--- config.mk ---
export PLATFORM = sky130hd
export DESIGN_NAME = byte_ring_fifo_with_peek
export DESIGN_NICKNAME = d
export VERILOG_FILES = /design/src/design/brf_pkg.sv /design/src/design/brf_ram.sv /design/src/design/brf_front.sv /design/src/design/brf_back.sv /design/src/design/byte_ring_fifo_with_peek.sv
export VERILOG_INCLUDE_DIRS = /design/src /design/src/design
export SDC_FILE = /design/constraint.sdc
export NUM_CORES = 2
export LEC_CHECK = 0
export ABC_AREA = 1
export CAP_MARGIN = 10
export CELL_PAD_IN_SITES_DETAIL_PLACEMENT = 1
export CELL_PAD_IN_SITES_GLOBAL_PLACEMENT = 1
export CORE_ASPECT_RATIO = 1.25
export CORE_MARGIN = 2
export CORE_UTILIZATION = 47
export DETAILED_ROUTE_END_ITERATION = 8
export DONT_BUFFER_PORTS = 1
export PLACE_DENSITY_LB_ADDON = 0.08
export SLEW_MARGIN = 20
export SYNTH_ARGS = -nofsm -noshare
export SYNTH_HDL_FRONTEND = slang
export SYNTH_SLANG_ARGS = --single-unit
--- constraint.sdc ---
create_clock -name clk -period 4.3 [get_ports clk]
set_input_delay 0 -clock clk [delete_from_list [all_inputs] [get_ports clk]]
set_output_delay 0 -clock clk [all_outputs]
set_load 0.05 [all_outputs]
--- src/design/byte_ring_fifo_with_peek_macros.svh ---
// Assertion helpers. Each macro expands to one labeled concurrent assertion
// clocked on clk and disabled while rst_n is low.
`ifndef BYTE_RING_FIFO_WITH_PEEK_MACROS_SVH
`define BYTE_RING_FIFO_WITH_PEEK_MACROS_SVH

// same-cycle implication
`define BRF_ASSERT_IMPL(label, ante, cons) \
  label: assert property (@(posedge clk) disable iff (!rst_n) (ante) |-> (cons)) \
    else $error("brf assertion failed");

// next-cycle implication
`define BRF_ASSERT_NEXT(label, ante, cons) \
  label: assert property (@(posedge clk) disable iff (!rst_n) (ante) |=> (cons)) \
    else $error("brf assertion failed");

`endif

--- src/design/brf_pkg.sv ---
`timescale 1ns / 1ps
`default_nettype none
package brf_pkg;

  localparam int DEPTH    = 256;
  localparam int MAX_PEEK = 64;

  localparam int PTR_W  = $clog2(DEPTH);
  localparam int CNT_W  = $clog2(DEPTH + 1);
  localparam int PEEK_W = $clog2(MAX_PEEK + 1);
  localparam int IDX_W  = (MAX_PEEK > 1) ? $clog2(MAX_PEEK) : 1;

  localparam logic [2:0] OP_PUSH  = 3'd0;
  localparam logic [2:0] OP_POP   = 3'd1;
  localparam logic [2:0] OP_PEEK  = 3'd2;
  localparam logic [2:0] OP_SKIP  = 3'd3;
  localparam logic [2:0] OP_FLUSH = 3'd4;

  localparam logic [1:0] ST_OK    = 2'd0;
  localparam logic [1:0] ST_FULL  = 2'd1;
  localparam logic [1:0] ST_EMPTY = 2'd2;
  localparam logic [1:0] ST_ZERO  = 2'd3;

  localparam int REG_CAPACITY = 0;

  typedef struct packed {
    logic [2:0] op;
    logic [7:0] data_in;
    logic [8:0] count;
  } in_item_t;

  typedef struct packed {
    logic [7:0] data_out;
    logic [1:0] status;
    logic [8:0] fill_level;
    logic       last;
  } out_item_t;

  typedef enum logic [2:0] {
    K_PUSH,
    K_POP,
    K_PEEK,
    K_SKIP,
    K_FLUSH,
    K_NOP
  } kind_t;

  typedef struct packed {
    kind_t      kind;
    logic [7:0] data;
    logic [8:0] count;
  } cmd_t;

  typedef enum logic [1:0] {
    S_IDLE,
    S_READ,
    S_EMIT
  } back_state_t;

endpackage
`default_nettype wire

--- src/design/brf_ram.sv ---
`timescale 1ns / 1ps
`default_nettype none
module brf_ram #(
  parameter int WIDTH = 8,
  parameter int DEPTH = 256
) (
  input  wire logic                     clk,
  input  wire logic                     we,
  input  wire logic [$clog2(DEPTH)-1:0] wr_addr,
  input  wire logic [WIDTH-1:0]         wr_data,
  input  wire logic [$clog2(DEPTH)-1:0] rd_addr,
  output logic      [WIDTH-1:0]         rd_data
);

  logic [WIDTH-1:0] mem [DEPTH];

  always_ff @(posedge clk) begin
    if (we) begin
      mem[wr_addr] <= wr_data;
    end
    rd_data <= mem[rd_addr];
  end

endmodule
`default_nettype wire

--- src/design/brf_front.sv ---
`timescale 1ns / 1ps
`default_nettype none
module brf_front import brf_pkg::*; (
  input  wire logic     clk,
  input  wire logic     rst_n,
  input  wire logic     in_valid,
  output logic          in_stall,
  input  wire in_item_t in_item,
  output logic          cmd_valid,
  output cmd_t          cmd,
  input  wire logic     cmd_take
);

  // two-entry command queue
  cmd_t       q_r [2];
  logic       wr_ptr_r, wr_ptr_nxt;
  logic       rd_ptr_r, rd_ptr_nxt;
  logic [1:0] cnt_r, cnt_nxt;
  logic       push, pop;
  cmd_t       cls;

  always_comb begin
    cls.data  = in_item.data_in;
    cls.count = in_item.count;
    unique case (in_item.op)
      OP_PUSH:  cls.kind = K_PUSH;
      OP_POP:   cls.kind = K_POP;
      OP_PEEK:  cls.kind = K_PEEK;
      OP_SKIP:  cls.kind = K_SKIP;
      OP_FLUSH: cls.kind = K_FLUSH;
      default:  cls.kind = K_NOP;
    endcase
  end

  assign in_stall  = (cnt_r == 2'd2);
  assign push      = in_valid && !in_stall;
  assign cmd_valid = (cnt_r != 2'd0);
  assign pop       = cmd_valid && cmd_take;
  assign cmd       = q_r[rd_ptr_r];

  always_comb begin
    wr_ptr_nxt = push ? !wr_ptr_r : wr_ptr_r;
    rd_ptr_nxt = pop ? !rd_ptr_r : rd_ptr_r;
    cnt_nxt    = cnt_r + {1'b0, push} - {1'b0, pop};
  end

  always_ff @(posedge clk) begin
    if (!rst_n) begin
      wr_ptr_r <= 1'b0;
      rd_ptr_r <= 1'b0;
      cnt_r    <= 2'd0;
    end else begin
      wr_ptr_r <= wr_ptr_nxt;
      rd_ptr_r <= rd_ptr_nxt;
      cnt_r    <= cnt_nxt;
    end
  end

  always_ff @(posedge clk) begin
    if (push) begin
      q_r[wr_ptr_r] <= cls;
    end
  end

endmodule
`default_nettype wire

--- src/design/brf_back.sv ---
`timescale 1ns / 1ps
`default_nettype none
module brf_back import brf_pkg::*; (
  input  wire logic             clk,
  input  wire logic             rst_n,
  input  wire logic [CNT_W-1:0] cap,
  input  wire logic             clear,
  input  wire logic             cmd_valid,
  input  wire cmd_t             cmd,
  output logic                  cmd_take,
  output logic                  out_valid,
  input  wire logic             out_stall,
  output out_item_t             out_item
);

  back_state_t      state_r, state_nxt;
  logic [PTR_W-1:0] rp_r, rp_nxt;
  logic [PTR_W-1:0] wp_r, wp_nxt;
  logic [CNT_W-1:0] held_r, held_nxt;
  logic [PTR_W-1:0] pos_r, pos_nxt;
  logic [IDX_W-1:0] idx_r, idx_nxt;
  logic [PEEK_W-1:0] n_r, n_nxt;
  logic             is_pop_r, is_pop_nxt;
  logic             out_valid_r, out_valid_nxt;
  out_item_t        out_r, out_nxt;

  logic             slot_free;
  logic             ram_we;
  logic [7:0]       ram_q;
  logic [CNT_W-1:0] m;
  logic [PTR_W+1:0] skip_sum;
  logic             last_byte;

  function automatic logic [PTR_W-1:0] adv(logic [PTR_W-1:0] p, logic [CNT_W-1:0] c);
    logic [CNT_W-1:0] s;
    s = {{(CNT_W-PTR_W){1'b0}}, p} + CNT_W'(1);
    return (s == c) ? '0 : s[PTR_W-1:0];
  endfunction

  brf_ram #(.WIDTH(8), .DEPTH(DEPTH)) u_ram (
    .clk     (clk),
    .we      (ram_we),
    .wr_addr (wp_r),
    .wr_data (cmd.data),
    .rd_addr (pos_r),
    .rd_data (ram_q)
  );

  assign slot_free = !out_valid_r || !out_stall;
  assign m         = (cmd.count < held_r) ? cmd.count : held_r;
  assign skip_sum  = {2'b00, rp_r} + {1'b0, m};
  assign last_byte = ({1'b0, idx_r} == (n_r - PEEK_W'(1)));

  // next state
  always_comb begin
    state_nxt = state_r;
    unique case (state_r)
      S_IDLE: begin
        if (cmd_valid && slot_free && held_r != '0) begin
          if (cmd.kind == K_POP) begin
            state_nxt = S_READ;
          end else if (cmd.kind == K_PEEK && cmd.count != '0) begin
            state_nxt = S_READ;
          end
        end
      end
      S_READ: state_nxt = S_EMIT;
      S_EMIT: begin
        if (slot_free) begin
          state_nxt = last_byte ? S_IDLE : S_READ;
        end
      end
      default: state_nxt = S_IDLE;
    endcase
  end

  // datapath and result
  always_comb begin
    rp_nxt        = rp_r;
    wp_nxt        = wp_r;
    held_nxt      = held_r;
    pos_nxt       = pos_r;
    idx_nxt       = idx_r;
    n_nxt         = n_r;
    is_pop_nxt    = is_pop_r;
    out_valid_nxt = out_valid_r && out_stall;
    out_nxt       = out_r;
    cmd_take      = 1'b0;
    ram_we        = 1'b0;

    unique case (state_r)
      S_IDLE: begin
        if (cmd_valid && slot_free) begin
          cmd_take           = 1'b1;
          out_valid_nxt      = 1'b1;
          out_nxt.data_out   = '0;
          out_nxt.status     = ST_OK;
          out_nxt.fill_level = held_r;
          out_nxt.last       = 1'b1;
          pos_nxt            = rp_r;
          idx_nxt            = '0;
          case (cmd.kind)
            K_PUSH: begin
              if (held_r >= cap) begin
                out_nxt.status = ST_FULL;
              end else begin
                ram_we             = 1'b1;
                wp_nxt             = adv(wp_r, cap);
                held_nxt           = held_r + CNT_W'(1);
                out_nxt.fill_level = held_r + CNT_W'(1);
              end
            end
            K_POP: begin
              if (held_r == '0) begin
                out_nxt.status = ST_EMPTY;
              end else begin
                out_valid_nxt = out_valid_r && out_stall;
                out_nxt       = out_r;
                is_pop_nxt    = 1'b1;
                n_nxt         = PEEK_W'(1);
              end
            end
            K_PEEK: begin
              if (held_r == '0) begin
                out_nxt.status = ST_EMPTY;
              end else if (cmd.count == '0) begin
                out_nxt.status = ST_ZERO;
              end else begin
                out_valid_nxt = out_valid_r && out_stall;
                out_nxt       = out_r;
                is_pop_nxt    = 1'b0;
                n_nxt         = (m > CNT_W'(MAX_PEEK)) ? PEEK_W'(MAX_PEEK) : m[PEEK_W-1:0];
              end
            end
            K_SKIP: begin
              if (held_r == '0) begin
                out_nxt.status = ST_EMPTY;
              end else if (cmd.count == '0) begin
                out_nxt.status = ST_ZERO;
              end else begin
                // rp + m stays below twice the ring size
                rp_nxt = (skip_sum >= {1'b0, cap}) ?
                         PTR_W'(skip_sum - {1'b0, cap}) : skip_sum[PTR_W-1:0];
                held_nxt           = held_r - m;
                out_nxt.fill_level = held_r - m;
              end
            end
            K_FLUSH: begin
              rp_nxt             = '0;
              wp_nxt             = '0;
              held_nxt           = '0;
              out_nxt.fill_level = '0;
            end
            default: ;
          endcase
        end
      end
      S_READ: ;
      S_EMIT: begin
        if (slot_free) begin
          out_valid_nxt      = 1'b1;
          out_nxt.data_out   = ram_q;
          out_nxt.status     = ST_OK;
          out_nxt.last       = last_byte;
          out_nxt.fill_level = held_r;
          if (is_pop_r) begin
            rp_nxt             = adv(rp_r, cap);
            held_nxt           = held_r - CNT_W'(1);
            out_nxt.fill_level = held_r - CNT_W'(1);
          end
          idx_nxt = idx_r + IDX_W'(1);
          pos_nxt = adv(pos_r, cap);
        end
      end
      default: ;
    endcase
  end

  always_ff @(posedge clk) begin
    if (!rst_n) begin
      state_r     <= S_IDLE;
      rp_r        <= '0;
      wp_r        <= '0;
      held_r      <= '0;
      out_valid_r <= 1'b0;
    end else if (clear) begin
      state_r     <= S_IDLE;
      rp_r        <= '0;
      wp_r        <= '0;
      held_r      <= '0;
      out_valid_r <= out_valid_nxt;
    end else begin
      state_r     <= state_nxt;
      rp_r        <= rp_nxt;
      wp_r        <= wp_nxt;
      held_r      <= held_nxt;
      out_valid_r <= out_valid_nxt;
    end
  end

  always_ff @(posedge clk) begin
    pos_r    <= pos_nxt;
    idx_r    <= idx_nxt;
    n_r      <= n_nxt;
    is_pop_r <= is_pop_nxt;
    out_r    <= out_nxt;
  end

  assign out_valid = out_valid_r;
  assign out_item  = out_r;

endmodule
`default_nettype wire

--- src/design/byte_ring_fifo_with_peek.sv ---
`timescale 1ns / 1ps
`default_nettype none
// Channel   Direction  Handshake                  Payload
// in_*      input      in_valid / in_stall        in_item_t  (op, data_in, count)
// out_*     output     out_valid / out_stall      out_item_t (data_out, status,
//                                                 fill_level, last)
// config    input      psel/penable/pwrite/pready capacity register at 0x0
//
// Push, flush, skip, nop and every failed op finish in the executor's idle state.
// Pop passes through issue, RAM read and emit; peek issues, then repeats RAM read
// and emit per byte, as the byte store has a single registered read port.
// Reset (rst_n low, synchronous) empties the queue and sets capacity to 256.
// A two-entry command queue lets the input side keep taking items while the
// executor waits on a stalled output; out_stall freezes only the executor.
module byte_ring_fifo_with_peek import brf_pkg::*; (
  input  wire logic      clk,
  input  wire logic      rst_n,
  // input channel
  input  wire logic      in_valid,
  output logic           in_stall,
  input  wire in_item_t  in_item,
  // result channel
  output logic           out_valid,
  input  wire logic      out_stall,
  output out_item_t      out_item,
  // configuration port
  input  wire logic      psel,
  input  wire logic      penable,
  input  wire logic      pwrite,
  input  wire logic [2:0]  paddr,
  input  wire logic [31:0] pwdata,
  output logic [31:0]    prdata,
  output logic           pready
);

`include "byte_ring_fifo_with_peek_macros.svh"

  logic [CNT_W-1:0] cap_r, cap_nxt;
  logic [CNT_W-1:0] cap_eff;
  logic             cfg_wr;
  logic             cap_wr;
  logic             cmd_valid;
  cmd_t             cmd;
  logic             cmd_take;

  // register file: only capacity, at word 0
  assign pready = 1'b1;
  assign cfg_wr = psel && penable && pwrite && pready;
  assign cap_wr = cfg_wr && (paddr[2] == 1'(REG_CAPACITY));
  assign cap_nxt = cap_wr ? pwdata[CNT_W-1:0] : cap_r;
  assign prdata = (paddr[2] == 1'(REG_CAPACITY)) ? {{(32-CNT_W){1'b0}}, cap_r} : '0;

  always_ff @(posedge clk) begin
    if (!rst_n) begin
      cap_r <= CNT_W'(DEPTH);
    end else begin
      cap_r <= cap_nxt;
    end
  end

  // zero acts as one slot, anything past the store size as the full store
  assign cap_eff = (cap_r == '0) ? CNT_W'(1) :
                   (cap_r > CNT_W'(DEPTH)) ? CNT_W'(DEPTH) : cap_r;

  // front: accept and classify into the command queue
  brf_front u_front (
    .clk       (clk),
    .rst_n     (rst_n),
    .in_valid  (in_valid),
    .in_stall  (in_stall),
    .in_item   (in_item),
    .cmd_valid (cmd_valid),
    .cmd       (cmd),
    .cmd_take  (cmd_take)
  );

  // back: pointers, byte store, result register
  brf_back u_back (
    .clk       (clk),
    .rst_n     (rst_n),
    .cap       (cap_eff),
    .clear     (cap_wr),
    .cmd_valid (cmd_valid),
    .cmd       (cmd),
    .cmd_take  (cmd_take),
    .out_valid (out_valid),
    .out_stall (out_stall),
    .out_item  (out_item)
  );

  // a result never reports more bytes than the ring holds
  `BRF_ASSERT_IMPL(a_fill_in_range, out_valid, out_item.fill_level <= cap_eff)
  // failed ops give exactly one result
  `BRF_ASSERT_IMPL(a_fail_is_last, out_valid && out_item.status != ST_OK, out_item.last)
  // a peek that goes on past this byte leaves the queue non-empty
  `BRF_ASSERT_IMPL(a_peek_nonempty, out_valid && !out_item.last,
                   out_item.status == ST_OK && out_item.fill_level != '0)
  // commands leave the queue only when the queue holds one
  `BRF_ASSERT_IMPL(a_take_valid, cmd_take, cmd_valid)

endmodule
`default_nettype wire

# Yosys cells after proc, flatten, opt, wreduce, memory -nomap -nowiden

Memories as Yosys holds them, arrays and structs flattened. A register that Yosys moved wholly into a read port is not among the register bits.
Index checks and enable logic that the tools add are counted.

Add/subtract/negate cells: 12
Magnitude comparators: 5
Eq/ne operators: 30
Multiplexer cells: 85
Bitwise logic cells: 2
Reduce and logical (&&, ||, !) cells: 35

Operators by type and width:

| kind                                           | number |
|---|---|
| 2-to-1 mux 8 bit                               | 15 |
| 2-to-1 mux 9 bit                               | 10 |
| case mux 8 bit (2 select lines)                | 5 |
| case mux 9 bit (5 select lines)                | 1 |
| 2-to-1 mux 20 bit                              | 2 |
| case mux 20 bit (2 select lines)               | 1 |
| 2-to-1 mux 10 bit                              | 3 |
| 2-to-1 mux 7 bit                               | 4 |
| adder 8 x 1 -> 9 bit (second input constant)   | 3 |
| == test 9 bit                                  | 3 |
| logical NOT 9 bit                              | 3 |
| case mux 9 bit (3 select lines)                | 1 |
| 2-to-1 mux 1 bit                               | 22 |
| 2-to-1 mux 2 bit                               | 9 |
| case mux 9 bit (2 select lines)                | 1 |
| nonzero test 9 bit                             | 2 |
| case mux 3 bit (5 select lines)                | 1 |
| case mux 7 bit (2 select lines)                | 1 |
| == test 3 x 2 -> 1 bit (second input constant) | 4 |
| 2-to-1 mux 6 bit                               | 2 |
| case mux 6 bit (2 select lines)                | 1 |
| adder 8 x 9 -> 10 bit                          | 1 |
| greater-or-equal comparator 10 x 9 -> 1 bit    | 1 |
| adder 9 x 1 -> 9 bit (second input constant)   | 1 |
| other kinds (39)                               | 72 |

Bits in registers: 83
RAM bits: 2,088
Input port bits: 62
Output and inout bits: 55
Logic and storage cells: 188
Memories kept: 2

Memories:

| name             | words | width | rd ports | clocked after Yosys merged registers in | wr ports | RTL line        | source |
|---|---|---|---|---|---|---|---|
| u_back.u_ram.mem | 256   | 8     | 1        | 1                                       | 1        | brf_ram.sv:15   | `logic [WIDTH-1:0] mem [DEPTH];` |
| u_front.q_r      | 2     | 20    | 1        | 1                                       | 1        | brf_front.sv:15 | `cmd_t q_r [2];` |

# Logic depth before layout (Yosys ltp)

Word-level depth: 10
Gate-level depth with buffers: 36

# Cells and area by module

A second synthesis with hierarchy kept.

Cells, all modules: 8,166
Area, all modules: 92,386.1 sq um

By module, submodules not included:

| module                   | instances | cells each | area each (sq um) | seq. area each (sq um) |
|---|---|---|---|---|
| brf_ram                  | 1         | 7,003      | 83,396.2          | 61,659.1 |
| brf_back                 | 1         | 953        | 6,526.3           | 1,821.7 |
| brf_front                | 1         | 104        | 1,790.5           | 1,301.2 |
| byte_ring_fifo_with_peek | 1         | 106        | 673.1             | 180.2 |

# Least setup slack after synthesis

No wires, ideal clock.

Path kind: reg2reg
Start point: register (tool-made name)
End point: register u_back.rp_r[5]
Data arrival time: 4,721 ps
Required time: 4,230 ps
Setup slack: -491 ps
Stages on the path, launching flop included: 33
Buffers on the path: 1
Clock period less this slack: 4,791 ps
Path through: dfxtp_1 -> inv_2 -> or2_2 -> o21a_1 -> ha_1 -> nand2_1 -> nor2_1 -> nand3_1 -> nand3_2 -> buf_2 -> nand2_1 -> o21ai_0 -> ha_1 -> inv_1 -> fa_1 -> o21ai_0 -> nand2_1 -> nand2_1 -> nand2_1 -> nand2_1 -> nand2_1 -> nand2_1 -> inv_1 -> ha_1 -> inv_1 -> nor3_1 -> a21oi_1 -> a21oi_1 -> o21ai_1 -> nand3_2 -> nand2_1 -> nand3_1 -> a21oi_1

RTL lines:

| item                 | RTL line        | source |
|---|---|---|
| end signal, assigned | brf_back.sv:194 | `rp_r <= rp_nxt;` |
| end, declared        | brf_back.sv:17  | `logic [PTR_W-1:0] rp_r, rp_nxt;` |

==> summary.md <==
| Metric | Value |
|---|---|
| Outcome | `complete, but fails checks` |
| Failing checks | `setup timing` |
| Die Footprint | `196000 µm²` |
| Slew Limit Fails | `0` |
| RSZ-0062 raised after global routing | `yes` |
| # port buffers | `0` |
| Worst-path maximum fanout | `8` |
| Top Ports | `117` |
| Reg-to-reg endpoint | `u_back.rp_r[7]$_SDFFE_PP0P_` |
| # rows | `179` |
| Mapped Area | `90300 µm²` |
| Largest net degree at the start of global routing | `156` |
| Fin area | `104000 µm²` |
| Pwr Total | `73.4 mW` |
| # DRC | `0` |
| Count leader, synth | `edfxtp_1` |
| Setup slack, reg-to-reg | `-110 ps` |
| Dpl ws | `-484 ps` |
| Avg WL per Cell | `26.8 µm` |
| Largest area contributor in the netlist | `edfxtp_1` |
| Slew @ Worst Pin | `1110 ps` |
| Die Span X | `396 µm` |
| Routability cong. | `0.862` |
| ANT nets after route | `0` |
| Clock sink count | `2180` |
| CTS tree | `yes` |
| Mean post-synth cell area | `11.8 µm²` |
| Post-synth top cells | `edfxtp_1 (2130), nor2_1 (1408), o21ai_0 (1089)` |
| Post-synth EDFFs | `2130` |
| Power Dens Cells | `705 nW/µm²` |
| Maximum clock path buffer count | `3` |
| Seq/Total Area, Yosys | `0.719` |
| Slew margin rel. | `0.259` |
| Fmax | `227 MHz` |
| Final clock skew | `27.4 ps` |
| Vias per Instance | `5.90` |
| DRT Wirelength | `286000 µm` |
| DRT Pass-1 Iters | `5` |
| Worst EP arrival | `5160 ps` |
| Top cells by area, synth | `edfxtp_1 (71%), o21ai_0 (6.0%), nor2_1 (5.9%)` |
| HP Class | `in -> reg` |
| Antenna violations before repair | `5` |
| Sum Neg Setup Slack | `-431 ps` |
| GRT Util Overall | `0.288` |
| HPWL Detailed | `171000 µm` |
| Clock-pin slew on the worst setup and hold paths | `70 ps` |
| Post-synthesis to final-layout area growth | `15.3%` |
| CP required | `5040 ps` |
| Final Cycle Share | `1.03` |
| Via count | `62800` |
| CP peak stage delay | `380 ps` |
| Drt initial violations | `4933` |
| Leakage | `35.5 nW` |
| Crit path top cell by count | `nand2_2` |
| Post-synth cell types | `50` |
| Crit end category | `flip-flop` |
| Worst setup margin | `-115 ps` |
| Max cap viols | `0` |
| Max IR drop VDD | `0.829 mV` |
| Placed Area | `96100 µm²` |
| TritonCTS Buffers | `212` |
| Setup violators final | `8` |
| Core area | `191000 µm²` |
| Vias in the first global route | `65500` |
| Clk Latency, worst-skew pair | `870 ps` |
| Chip height | `494 µm` |
| CP bufs+invs | `7` |
| Final nets | `8053` |
| Critical Path Sink | `u_back.rp_r[7]$_SDFFE_PP0P_` |
| Synth Instances | `7628` |
| R2r worst-path depth | `30` |
| Root buf cell | `clkbuf_16` |
| CP max-delay cell | `fa_2` |
| Hold Vio Cnt, Final | `0` |
| Worst path top cell family by delay | `simple AND/OR/NAND/NOR gates` |
| Layout cells sized above 1 | `0.121` |
| Post-synth top area share | `0.708` |
| Async set-reset flop share out of synthesis | `0` |
| First-pass GRT wire length | `423000 µm` |
| Cell count along the critical path | `30` |
| Overflow after GRT | `0` |
| Crit Path Class | `reg -> reg` |
| Min Tclk post-route | `4410 ps` |
| Synth Register Bits | `2180` |
| Synth Flop Type | `edfxtp_1` |
| Starting Density | `0.474` |
| H-tree lvl count | `4` |
| Critical Path Start Type | `flip-flop` |
| Syn. warnings | `0` |
## tightest hold or removal path, delay by kind of cell
| family | cells | cell delay, ps |
|---|---|---|
| compound gates | 1 | 150 |
| simple gates | 1 | 50 |
| buf+inv | 1 | 710 |
## timing repair
item,in CTS,in global routing
hold endpoints to repair,122,0
resized for setup,37,81
endpoints found under the setup margin,8,123
setup buffers,9,13
pin swaps,39,51
hold buffers,74,0
## area by class of cell
class	instances	area, µm²
clock inverters	119	953
multi-input cells	4758	23300
diodes	3	7.51
inverters	175	687
repair buffers	607	5420
clock buffers	274	5610
flip-flops and latches	2180	65000
well taps	2534	3170
fillers	19300	86500
## worst min path at each step
stage,from,end,slack (ps),cells after the start
after floorplan,in_item[0],u_front.q_r[0][0]$_DFFE_PP_,100,0
after global routing,rst_n,u_front.wr_ptr_r$_SDFFE_PN0P_,100,3
after detailed placement,in_item[16],u_front.q_r[1][16]$_DFFE_PP_,100,0
after CTS,pwrite,cap_r[8]$_SDFFE_PN1P_,10,3
after global placement,rst_n,u_front.cnt_r[0]$_SDFF_PN0_,100,2
final,rst_n,u_front.wr_ptr_r$_SDFFE_PN0P_,110,3
## metal layers
layer / up-vias / share of wire / track usage
li1: 28200 / - / -
met4: 2 / 0.038 / 0.104
met5: - / 0.000045 / 0
met3: 480 / 0.052 / 0.0354
met1: 32400 / 0.41 / 0.375
met2: 1785 / 0.50 / 0.497
## state kept, by name, summed over array words and instances, names as in the netlist, 2 cells and up, named ones only
register              cells
u_back.pos_r              8
cap_r                     9
u_front.q_r              40
u_back.state_r            2
u_back.held_r             9
u_back.wp_r               8
u_back.u_ram.mem       2048
u_front.cnt_r             2
u_back.idx_r              6
u_back.u_ram.rd_data      8
u_back.out_item          20
u_back.n_r                7
u_back.rp_r               8
## cells by family after synthesis
| kind of cell | after synthesis | synth area share |
|---|---|---|
| AND/OR/NAND/NOR | 2902 | 0.132 |
| flip-flops | 2180 | 0.719 |
| AO/OA/AOI/OAI | 1728 | 0.104 |
| buffers and inverters | 712 | 0.0319 |
| adder cells (fa/ha/maj) | 57 | 0.00815 |
| XOR/XNOR | 47 | 0.00456 |
| other | 2 | 0.0000832 |
## cells in the final DEF (no fill, tap or decap), types with 9 or more instances in the layout
master / instances
a21oi_1: 74
a21oi_2: 11
and2_1: 9
buf_12: 53
buf_4: 475
bufinv_16: 10
clkbuf_1: 56
clkbuf_16: 213
clkinv_1: 61
clkinv_2: 37
conb_1: 24
dfxtp_1: 49
dlygate4sd3_1: 74
edfxtp_1: 2130
ha_1: 39
ha_4: 15
inv_1: 143
inv_2: 18
nand2_1: 762
nand2_2: 44
nand3_1: 573
nand3_2: 14
nand4_1: 32
nor2_1: 1403
nor3_1: 16
o21ai_0: 1079
o22ai_1: 513
xor2_1: 39
## through the flow
step	utilization	std cells	hold WS [ps]
finish	0.546	10700	107
global route	0.546	10600	97.9
CTS	0.544	10600	14.6
detailed placement	0.504	10200	98.9
global placement	0.504	10200	98.0
floorplan	-	7650	98.9
## where the power goes
part | leakage (nW) | total [mW] | internal (mW) | switching (mW)
Clock | 3.21 | 17.9 | 9.80 | 8.12
Combinational | 12.6 | 28.8 | 8.12 | 20.7
Sequential | 19.6 | 26.7 | 26.0 | 0.728
Total | 35.5 | 73.4 | 43.9 | 29.5
Power figures use the tool's default switching activity.
